==> config.mk <==
export PLATFORM = sky130hd
export DESIGN_NAME = murmur3_32_hash_flat
export DESIGN_NICKNAME = d
export VERILOG_FILES = /design/src/design/mm3_pkg.sv /design/src/design/mm3_if.sv /design/src/design/mm3_front.sv /design/src/design/mm3_queue.sv /design/src/design/mm3_back.sv /design/src/design/murmur3_32_hash.sv /design/src/flat_wrapper.sv
export SDC_FILE = /design/constraint.sdc
export NUM_CORES = 2
export LEC_CHECK = 0
export ABC_AREA = 1
export BUFFER_PORTS_ARGS = -buffer_cell sky130_fd_sc_hd__buf_4
export CELL_PAD_IN_SITES_DETAIL_PLACEMENT = 1
export CELL_PAD_IN_SITES_GLOBAL_PLACEMENT = 2
export CORE_ASPECT_RATIO = 1.75
export CORE_MARGIN = 2
export CORE_UTILIZATION = 27
export DETAILED_ROUTE_END_ITERATION = 10
export GPL_TIMING_DRIVEN = 0
export PLACE_DENSITY = 0.57
export SETUP_SLACK_MARGIN = 0.1
export SLEW_MARGIN = 20
export SYNTH_ARGS = -nofsm -noshare
export SYNTH_HDL_FRONTEND = slang
export SYNTH_HIERARCHICAL = 1
export SYNTH_SLANG_ARGS = --single-unit
==> constraint.sdc <==
create_clock -name clk -period 17.8 [get_ports clk]
set_input_delay 0.89 -clock clk [delete_from_list [all_inputs] [get_ports clk]]
set_output_delay 0.89 -clock clk [all_outputs]
set_load 0.01 [all_outputs]
==> src/design/mm3_pkg.sv <==
`default_nettype none
// ----------------------------------------------------------------------------
// mm3_pkg: shared types and constants for the MurmurHash3 x86_32 engine
// Mixing constants, rotate amounts, and the item record that travels from the
// front end through the queue to the hash back end.
// ----------------------------------------------------------------------------
package mm3_pkg;

  localparam logic [31:0] MIX_C1  = 32'hcc9e2d51;
  localparam logic [31:0] MIX_C2  = 32'h1b873593;
  localparam logic [31:0] MIX_ADD = 32'he6546b64;
  localparam logic [31:0] FIN_C1  = 32'h85ebca6b;
  localparam logic [31:0] FIN_C2  = 32'hc2b2ae35;

  localparam int unsigned ROT_K   = 15;
  localparam int unsigned ROT_H   = 13;
  localparam int unsigned FIN_SH1 = 16;
  localparam int unsigned FIN_SH2 = 13;

  localparam int unsigned WORD_BYTES = 4;

  // how a word enters the running hash
  typedef enum logic [1:0] {
    KIND_NONE,
    KIND_TAIL,
    KIND_FULL
  } kind_t;

  typedef struct packed {
    logic [31:0] k;
    kind_t       kind;
    logic [2:0]  len_add;
    logic        last;
  } item_t;

  function automatic logic [31:0] rotl_k(input logic [31:0] x);
    rotl_k = (x << ROT_K) | (x >> (32 - ROT_K));
  endfunction

  function automatic logic [31:0] rotl_h(input logic [31:0] x);
    rotl_h = (x << ROT_H) | (x >> (32 - ROT_H));
  endfunction

endpackage
`default_nettype wire

==> src/design/mm3_if.sv <==
`default_nettype none
// ----------------------------------------------------------------------------
// mm3 channel interfaces
// Valid/ready channels for message words, hash results and seed writes.
// ----------------------------------------------------------------------------
interface mm3_in_if;
  logic        valid;
  logic        ready;
  logic [31:0] data_word;
  logic [2:0]  byte_count;
  logic        last;

  modport source (output valid, output data_word, output byte_count, output last,
                  input ready);
  modport sink   (input valid, input data_word, input byte_count, input last,
                  output ready);
endinterface

interface mm3_out_if;
  logic        valid;
  logic        ready;
  logic [31:0] hash_value;

  modport source (output valid, output hash_value, input ready);
  modport sink   (input valid, input hash_value, output ready);
endinterface

interface mm3_cfg_if;
  logic        valid;
  logic        ready;
  logic [31:0] seed;

  modport source (output valid, output seed, input ready);
  modport sink   (input valid, input seed, output ready);
endinterface
`default_nettype wire

==> src/design/mm3_front.sv <==
`default_nettype none
// ----------------------------------------------------------------------------
// mm3_front: input classification and block scramble
// Two-stage pipeline: classify and mask the word, multiply by C1; then rotate
// and multiply by C2. The scrambled block does not depend on the hash.
// ----------------------------------------------------------------------------
module mm3_front (
  input  wire logic          clk,
  input  wire logic          rst_n,
  mm3_in_if.sink             in_ch,
  output mm3_pkg::item_t     push_item,
  output logic               push_valid,
  input  wire logic          push_ready
);

  logic           s1_v_r;
  logic           s2_v_r;
  mm3_pkg::item_t s1_r;
  mm3_pkg::item_t s2_r;
  mm3_pkg::item_t s1_nxt;
  mm3_pkg::item_t s2_nxt;
  logic           adv;
  logic [31:0]    masked;

  // whole pipe moves when the output stage is empty or draining
  assign adv          = !s2_v_r || push_ready;
  assign in_ch.ready  = adv;
  assign push_valid   = s2_v_r;
  assign push_item    = s2_r;

  // classify the beat and mask off unused tail bytes
  always_comb begin
    masked         = in_ch.data_word;
    s1_nxt.last    = in_ch.last;
    if (!in_ch.last || in_ch.byte_count >= 3'(mm3_pkg::WORD_BYTES)) begin
      s1_nxt.kind    = mm3_pkg::KIND_FULL;
      s1_nxt.len_add = 3'(mm3_pkg::WORD_BYTES);
    end else if (in_ch.byte_count != 3'd0) begin
      s1_nxt.kind    = mm3_pkg::KIND_TAIL;
      s1_nxt.len_add = in_ch.byte_count;
      unique case (in_ch.byte_count)
        3'd1:    masked = in_ch.data_word & 32'h0000_00ff;
        3'd2:    masked = in_ch.data_word & 32'h0000_ffff;
        default: masked = in_ch.data_word & 32'h00ff_ffff;
      endcase
    end else begin
      s1_nxt.kind    = mm3_pkg::KIND_NONE;
      s1_nxt.len_add = 3'd0;
    end
    s1_nxt.k = masked * mm3_pkg::MIX_C1;
  end

  // second half of the scramble
  always_comb begin
    s2_nxt   = s1_r;
    s2_nxt.k = mm3_pkg::rotl_k(s1_r.k) * mm3_pkg::MIX_C2;
  end

  // advance pipeline valids
  always_ff @(posedge clk) begin
    if (!rst_n) begin
      s1_v_r <= 1'b0;
      s2_v_r <= 1'b0;
    end else if (adv) begin
      s1_v_r <= in_ch.valid;
      s2_v_r <= s1_v_r;
    end
  end

  // advance pipeline payload
  always_ff @(posedge clk) begin
    if (adv) begin
      s1_r <= s1_nxt;
      s2_r <= s2_nxt;
    end
  end

endmodule
`default_nettype wire

==> src/design/mm3_queue.sv <==
`default_nettype none
// ----------------------------------------------------------------------------
// mm3_queue: short FIFO between front end and hash back end
// Small register file with push and pop handshakes; read is direct.
// ----------------------------------------------------------------------------
module mm3_queue #(
  parameter int unsigned DEPTH = 4
) (
  input  wire logic            clk,
  input  wire logic            rst_n,
  input  wire logic            push_valid,
  output logic                 push_ready,
  input  wire mm3_pkg::item_t  push_item,
  output logic                 pop_valid,
  input  wire logic            pop_ready,
  output mm3_pkg::item_t       pop_item
);

  localparam int unsigned PW = (DEPTH > 1) ? $clog2(DEPTH) : 1;
  localparam int unsigned CW = $clog2(DEPTH + 1);

  mm3_pkg::item_t mem [DEPTH];
  logic [PW-1:0]  wr_ptr_r;
  logic [PW-1:0]  rd_ptr_r;
  logic [CW-1:0]  count_r;
  logic           do_push;
  logic           do_pop;

  assign push_ready = count_r != CW'(DEPTH);
  assign pop_valid  = count_r != '0;
  assign do_push    = push_valid && push_ready;
  assign do_pop     = pop_valid && pop_ready;
  assign pop_item   = mem[rd_ptr_r];

  // write entry at tail
  always_ff @(posedge clk) begin
    if (do_push) begin
      mem[wr_ptr_r] <= push_item;
    end
  end

  // move pointers and fill count
  always_ff @(posedge clk) begin
    if (!rst_n) begin
      wr_ptr_r <= '0;
      rd_ptr_r <= '0;
      count_r  <= '0;
    end else begin
      if (do_push) begin
        wr_ptr_r <= (wr_ptr_r == PW'(DEPTH - 1)) ? '0 : wr_ptr_r + 1'b1;
      end
      if (do_pop) begin
        rd_ptr_r <= (rd_ptr_r == PW'(DEPTH - 1)) ? '0 : rd_ptr_r + 1'b1;
      end
      if (do_push && !do_pop) begin
        count_r <= count_r + 1'b1;
      end else if (do_pop && !do_push) begin
        count_r <= count_r - 1'b1;
      end
    end
  end

endmodule
`default_nettype wire

==> src/design/mm3_back.sv <==
`default_nettype none
// ----------------------------------------------------------------------------
// mm3_back: running hash update and finalization
// Folds one scrambled block per cycle into the hash while in ST_MIX; on the
// final beat runs the avalanche in ST_FM1-ST_FM3 and loads the output register.
// ----------------------------------------------------------------------------
module mm3_back (
  input  wire logic            clk,
  input  wire logic            rst_n,
  input  wire logic [31:0]     seed,
  input  wire logic            pop_valid,
  output logic                 pop_ready,
  input  wire mm3_pkg::item_t  pop_item,
  mm3_out_if.source            out_ch
);

  typedef enum logic [1:0] {
    ST_MIX,
    ST_FM1,
    ST_FM2,
    ST_FM3
  } state_t;

  state_t      state_r;
  logic [31:0] hash_r;
  logic [31:0] len_r;
  logic        at_start_r;
  logic [31:0] fin_r;
  logic        out_valid_r;
  logic [31:0] out_hash_r;

  logic [31:0] h_base;
  logic [31:0] len_base;
  logic [31:0] h_rot;
  logic [31:0] hash_nxt;
  logic [31:0] len_nxt;
  logic        take;
  logic        out_free;

  assign pop_ready         = state_r == ST_MIX;
  assign take              = pop_valid && pop_ready;
  assign out_free          = !out_valid_r || out_ch.ready;
  assign out_ch.valid      = out_valid_r;
  assign out_ch.hash_value = out_hash_r;

  // fold the block into the running hash
  always_comb begin
    h_base   = at_start_r ? seed : hash_r;
    len_base = at_start_r ? 32'd0 : len_r;
    h_rot    = mm3_pkg::rotl_h(h_base ^ pop_item.k);
    len_nxt  = len_base + 32'(pop_item.len_add);
    unique case (pop_item.kind)
      mm3_pkg::KIND_FULL: hash_nxt = h_rot + {h_rot[29:0], 2'b00} + mm3_pkg::MIX_ADD;
      mm3_pkg::KIND_TAIL: hash_nxt = h_base ^ pop_item.k;
      default:            hash_nxt = h_base;
    endcase
  end

  // sequence mixing, avalanche steps and the output register
  always_ff @(posedge clk) begin
    if (!rst_n) begin
      state_r     <= ST_MIX;
      hash_r      <= '0;
      len_r       <= '0;
      at_start_r  <= 1'b1;
      out_valid_r <= 1'b0;
    end else begin
      if (out_valid_r && out_ch.ready && (state_r != ST_FM3)) begin
        out_valid_r <= 1'b0;
      end
      unique case (state_r)
        ST_MIX: begin
          if (take) begin
            if (pop_item.last) begin
              fin_r      <= hash_nxt ^ len_nxt;
              hash_r     <= '0;
              len_r      <= '0;
              at_start_r <= 1'b1;
              state_r    <= ST_FM1;
            end else begin
              hash_r     <= hash_nxt;
              len_r      <= len_nxt;
              at_start_r <= 1'b0;
            end
          end
        end
        ST_FM1: begin
          fin_r   <= (fin_r ^ (fin_r >> mm3_pkg::FIN_SH1)) * mm3_pkg::FIN_C1;
          state_r <= ST_FM2;
        end
        ST_FM2: begin
          fin_r   <= (fin_r ^ (fin_r >> mm3_pkg::FIN_SH2)) * mm3_pkg::FIN_C2;
          state_r <= ST_FM3;
        end
        ST_FM3: begin
          // hold until the output register can take the result
          if (out_free) begin
            out_hash_r  <= fin_r ^ (fin_r >> mm3_pkg::FIN_SH1);
            out_valid_r <= 1'b1;
            state_r     <= ST_MIX;
          end
        end
        default: state_r <= ST_MIX;
      endcase
    end
  end

endmodule
`default_nettype wire

==> src/design/murmur3_32_hash.sv <==
`default_nettype none
// A final beat passes s1, s2, the queue and ST_FM1, ST_FM2, ST_FM3 to out_ch.valid.
// Throughput: one word per cycle unless stalled; a message's final beat holds the
// hash unit for its fold plus three avalanche steps (ST_FM1, ST_FM2, ST_FM3).
// The queue lets the next message's words enter while a result is finalized.
// Reset (rst_n low, synchronous) clears pipeline valids, queue, hash state and seed.
// ----------------------------------------------------------------------------
// murmur3_32_hash: streaming MurmurHash3 x86_32 engine
// Front end scrambles words, a queue decouples it from the hash back end.
// ----------------------------------------------------------------------------
module murmur3_32_hash #(
  parameter int unsigned QUEUE_DEPTH = 4
) (
  input  wire logic clk,
  input  wire logic rst_n,
  mm3_in_if.sink    in_ch,
  mm3_out_if.source out_ch,
  mm3_cfg_if.sink   cfg_ch
);

  logic [31:0]    seed_r;
  mm3_pkg::item_t fq_item;
  logic           fq_valid;
  logic           fq_ready;
  mm3_pkg::item_t qb_item;
  logic           qb_valid;
  logic           qb_ready;

  assign cfg_ch.ready = 1'b1;

  // hold the seed register
  always_ff @(posedge clk) begin
    if (!rst_n) begin
      seed_r <= '0;
    end else if (cfg_ch.valid) begin
      seed_r <= cfg_ch.seed;
    end
  end

  mm3_front u_front (
    .clk        (clk),
    .rst_n      (rst_n),
    .in_ch      (in_ch),
    .push_item  (fq_item),
    .push_valid (fq_valid),
    .push_ready (fq_ready)
  );

  mm3_queue #(
    .DEPTH (QUEUE_DEPTH)
  ) u_queue (
    .clk        (clk),
    .rst_n      (rst_n),
    .push_valid (fq_valid),
    .push_ready (fq_ready),
    .push_item  (fq_item),
    .pop_valid  (qb_valid),
    .pop_ready  (qb_ready),
    .pop_item   (qb_item)
  );

  mm3_back u_back (
    .clk       (clk),
    .rst_n     (rst_n),
    .seed      (seed_r),
    .pop_valid (qb_valid),
    .pop_ready (qb_ready),
    .pop_item  (qb_item),
    .out_ch    (out_ch)
  );

`ifndef SYNTHESIS
  // a full queue must back-pressure the input
  a_stall_reaches_input: assert property (@(posedge clk) disable iff (!rst_n)
    (fq_valid && !fq_ready) |-> !in_ch.ready)
    else $error("input accepted while front end is blocked");

  // a final beat occupies the back end for finalization
  a_last_blocks_pop: assert property (@(posedge clk) disable iff (!rst_n)
    (qb_valid && qb_ready && qb_item.last) |=> !qb_ready)
    else $error("back end took a beat during finalization");

  // a result appears only out of the finalization sequence
  a_result_from_final: assert property (@(posedge clk) disable iff (!rst_n)
    $rose(out_ch.valid) |-> $past(!qb_ready))
    else $error("result emitted without finalization");
`endif

endmodule
`default_nettype wire
==> src/flat_wrapper.sv <==
// flat-port wrapper written by rule: the top's interface ports become plain ports
module murmur3_32_hash_flat 
#(
  parameter int unsigned QUEUE_DEPTH = 4
)
  (clk, rst_n, in_ch_valid, in_ch_data_word, in_ch_byte_count, in_ch_last, in_ch_ready, out_ch_valid, out_ch_hash_value, out_ch_ready, cfg_ch_valid, cfg_ch_seed, cfg_ch_ready);
  mm3_in_if in_ch_i ();
  mm3_out_if out_ch_i ();
  mm3_cfg_if cfg_ch_i ();
  input  wire logic clk;
  input  wire logic rst_n;
  input wire logic [$bits(in_ch_i.valid)-1:0] in_ch_valid;
  input wire logic [$bits(in_ch_i.data_word)-1:0] in_ch_data_word;
  input wire logic [$bits(in_ch_i.byte_count)-1:0] in_ch_byte_count;
  input wire logic [$bits(in_ch_i.last)-1:0] in_ch_last;
  output wire logic [$bits(in_ch_i.ready)-1:0] in_ch_ready;
  output wire logic [$bits(out_ch_i.valid)-1:0] out_ch_valid;
  output wire logic [$bits(out_ch_i.hash_value)-1:0] out_ch_hash_value;
  input wire logic [$bits(out_ch_i.ready)-1:0] out_ch_ready;
  input wire logic [$bits(cfg_ch_i.valid)-1:0] cfg_ch_valid;
  input wire logic [$bits(cfg_ch_i.seed)-1:0] cfg_ch_seed;
  output wire logic [$bits(cfg_ch_i.ready)-1:0] cfg_ch_ready;
  assign in_ch_i.valid = in_ch_valid;
  assign in_ch_i.data_word = in_ch_data_word;
  assign in_ch_i.byte_count = in_ch_byte_count;
  assign in_ch_i.last = in_ch_last;
  assign in_ch_ready = in_ch_i.ready;
  assign out_ch_valid = out_ch_i.valid;
  assign out_ch_hash_value = out_ch_i.hash_value;
  assign out_ch_i.ready = out_ch_ready;
  assign cfg_ch_i.valid = cfg_ch_valid;
  assign cfg_ch_i.seed = cfg_ch_seed;
  assign cfg_ch_ready = cfg_ch_i.ready;
  murmur3_32_hash #(.QUEUE_DEPTH(QUEUE_DEPTH)) u_core (.clk(clk), .rst_n(rst_n), .in_ch(in_ch_i), .out_ch(out_ch_i), .cfg_ch(cfg_ch_i));
endmodule
==> summary.md <==
| Metric | Value |
|---|---|
| Starting Density | `27.10%` |
| Yosys top cell by area | `fa_1` |
| Worst hold path class | `reg2reg` |
| Fin nets | `8,255` |
| Drt total wl | `228,300 um` |
| Final hold vios | `0` |
| Slew headroom | `23.74%` |
| First-pass GRT wire length | `329,600 um` |
| Crit path required time | `18.23 ns` |
| Async SR Flop Fraction | `0%` |
| Total track usage | `21.92%` |
| TritonCTS clock tree | `yes` |
| Hold_buf cts | `0` |
| 1st-pass router iterations | `5` |
| Least-Margin Pin Slew | `1.136 ns` |
| Initial antenna violation count | `3` |
| Seq/Total Area, Yosys | `19.64%` |
| Post-synth EDFFs | `292` |
| Avg WL per Cell | `24.39 um` |
| Setup TNS | `0 ns` |
| HPWL Detailed | `204,100 um` |
| Unrepaired setup endpoints after global routing | `false` |
| Vias in the first global route | `48,578` |
| Core box area | `206,600 um^2` |
| Netlist Area Pre-Place | `55,970 um^2` |
| Tmin final | `8.575 ns` |
| Setup-violating endpoint count in the final report | `0` |
| Commonest cells post-synth | `inv_1, nand2_1, ha_1` |
| DR iter-0 viols | `1,272` |
| Area Growth Syn to Fin | `11.03%` |
| Synth top area cells | `fa_1, ha_1, edfxtp_1, inv_1, nand2_1` |
| Status | `complete, no violations` |
| Layout cells sized above 1 | `5.552%` |
| Max-cap viol count | `0` |
| Remaining DRCs | `0` |
| CTS root buffer | `clkbuf_16` |
| Port Buf Inserts | `105` |
| Remaining antenna violation count | `0` |
| Net Count, Synth | `8,085` |
| Maximum clock insertion buffer count | `3` |
| Max H-tree Level | `2` |
| Post-synth top area share | `26.25%` |
| Overflow after GRT | `0` |
| Distinct cells, synth | `67` |
| Die Ht | `606.3 um` |
| Critical path arrival | `9.01 ns` |
| Fmax | `116.6 MHz` |
| Post-CTS Setup Bufs | `0` |
| Worst-path maximum fanout | `11` |
| Clk sinks | `403` |
| Type of origin of the critical path | `register` |
| Worst skew pair latency | `0.70 ns` |
| Final slew viol count | `0` |
| Yosys reg bits | `403` |
| Crit path kind | `reg2reg` |
| Clock transition at path regs | `0.09 ns` |
| Rows | `221` |
| Cell with the most instances after synthesis | `inv_1` |
| Final Skew | `0.09063 ns` |
| Syn Area/Cell | `8.646 um^2` |
| Largest net degree at the start of global routing | `48` |
| CP Capture Type | `register` |
| Chip width | `348.2 um` |
| Cells after synthesis | `6,473` |
| Yosys warns | `6` |
| Routability cong. | `0.8950` |
| Synth Flop Type | `edfxtp_1` |
| Num CTS Buffers | `47` |
| I/O Pins | `108` |
| Cts repair resizes | `0` |
| Via/cell ratio | `4.543` |
| Vias | `42,519` |
| Die area | `211,100 um^2` |
| Fin crit share | `48.17%` |
==> final timing paths <==
check / start / endpoint / slack [ns] / cells past startpoint
worst max-delay path: u_core/u_back/fin_r[16] / u_core/u_back/fin_r[18] / 9.23 / 24
worst min-delay path: u_core/u_front/s1_r[1] / u_core/u_front/push_item[1] / 0.40 / 0
worst max register to register: u_core/u_back/fin_r[16] / u_core/u_back/fin_r[18] / 9.23 / 24
worst min register to register: u_core/u_front/s1_r[1] / u_core/u_front/push_item[1] / 0.40 / 0
==> flip-flops by register name, summed over array words and instances, names as in the netlist, 3 cells and up, named ones only <==
| register | count |
|---|---|
| u_core/u_queue/mem | 152 |
| u_core/u_front/push_item | 38 |
| u_core/u_front/s1_r | 38 |
| u_core/seed_r | 32 |
| u_core/u_back/fin_r | 32 |
| u_core/u_back/hash_r | 32 |
| u_core/u_back/len_r | 32 |
| u_core/u_back/out_ch.hash_value | 32 |
| u_core/u_queue/count_r | 3 |
==> kinds of logic after synthesis <==
logic type | count (synthesis) | synth area share (%)
buffers and inverters | 1823 | 12.56
and+or+nand+nor | 1854 | 13.92
AOI/OAI and AO/OA | 648 | 6.398
xor gates and xnor gates | 205 | 3.235
adders and majority gates | 1539 | 44.25
DFF | 403 | 19.64
other | 1 | 0.006700
==> cell usage in the layout (no fill, tap or decap), types with 10 or more instances in the layout <==
master / n
a21boi_0: 10
a21o_1: 19
a21oi_1: 267
buf_2: 15
buf_4: 114
buf_6: 20
clkbuf_1: 42
clkbuf_16: 48
clkinv_1: 14
dfxtp_1: 111
edfxtp_1: 292
fa_1: 734
ha_1: 805
inv_1: 1697
inv_2: 24
nand2_1: 1078
nand2_2: 12
nand3_1: 214
nand3b_1: 11
nand4_1: 34
nor2_1: 371
nor2_2: 13
nor2_4: 10
nor3_1: 35
o21ai_0: 211
o21ai_1: 26
o21bai_1: 21
o22ai_1: 44
or2_1: 16
or2_2: 29
xnor2_1: 76
xor2_1: 119
==> stage by stage <==
| stage | utilization, % | cell area, um^2 | std cells | setup slack, ns | hold slack (ns) |
|---|---|---|---|---|---|
| final | 30.08 | 62140 | 9360 | 9.225 | 0.4014 |
| after detailed placement | 29.29 | 60500 | 9270 | 9.170 | 0.4065 |
| after floorplan | - | 55970 | 6473 | 10.96 | 0.4003 |
| after global routing | 30.08 | 62140 | 9359 | 9.019 | 0.4223 |
| after global placement | 29.10 | 60110 | 9254 | 8.993 | 0.4042 |
| after CTS | 30.08 | 62140 | 9358 | 9.117 | 0.4082 |
==> per-layer routing <==
metal | vias to the layer above | GRT usage [%] | wire length, um
met1 | 21288 | 19.15 | 71410
li1 | 20277 | - | -
met3 | 369 | 1.235 | 2951
met5 | - | 0 | 0
met2 | 585 | 46.38 | 135500
met4 | 0 | 14.75 | 18420
==> area by class of cell <==
cell class	count	area [um^2]
fill	24301	144400
multi-input combinational	4247	38050
sequential	403	10990
inverter	1732	6504
tap	2676	3348
clock buffer	50	1209
timing repair buffer	121	1076
buffer	91	528.0
clock inverter	38	429.2
antenna	2	5.005
==> worst max-delay path: stages (launching register included) <==
cell and delay, ns:
edfxtp_1 0.84, xnor2_1 0.96, inv_1 0.27, ha_1 0.40, inv_1 0.06, fa_1 0.45
fa_1 0.56, inv_1 0.06, fa_1 0.57, fa_1 0.44, ha_1 0.30, fa_1 0.48
inv_1 0.05, fa_1 0.50, inv_1 0.04, ha_1 0.41, a21oi_1 0.36, o21ai_0 0.13
inv_1 0.09, nand2_1 0.08, o21bai_1 0.24, o21ai_0 0.63, o21ai_0 0.21, nand2_1 0.10
nand2_1 0.07
Power is not shown: default switching activity piles up to over one toggle a cycle in this logic, so the estimate is an artifact.
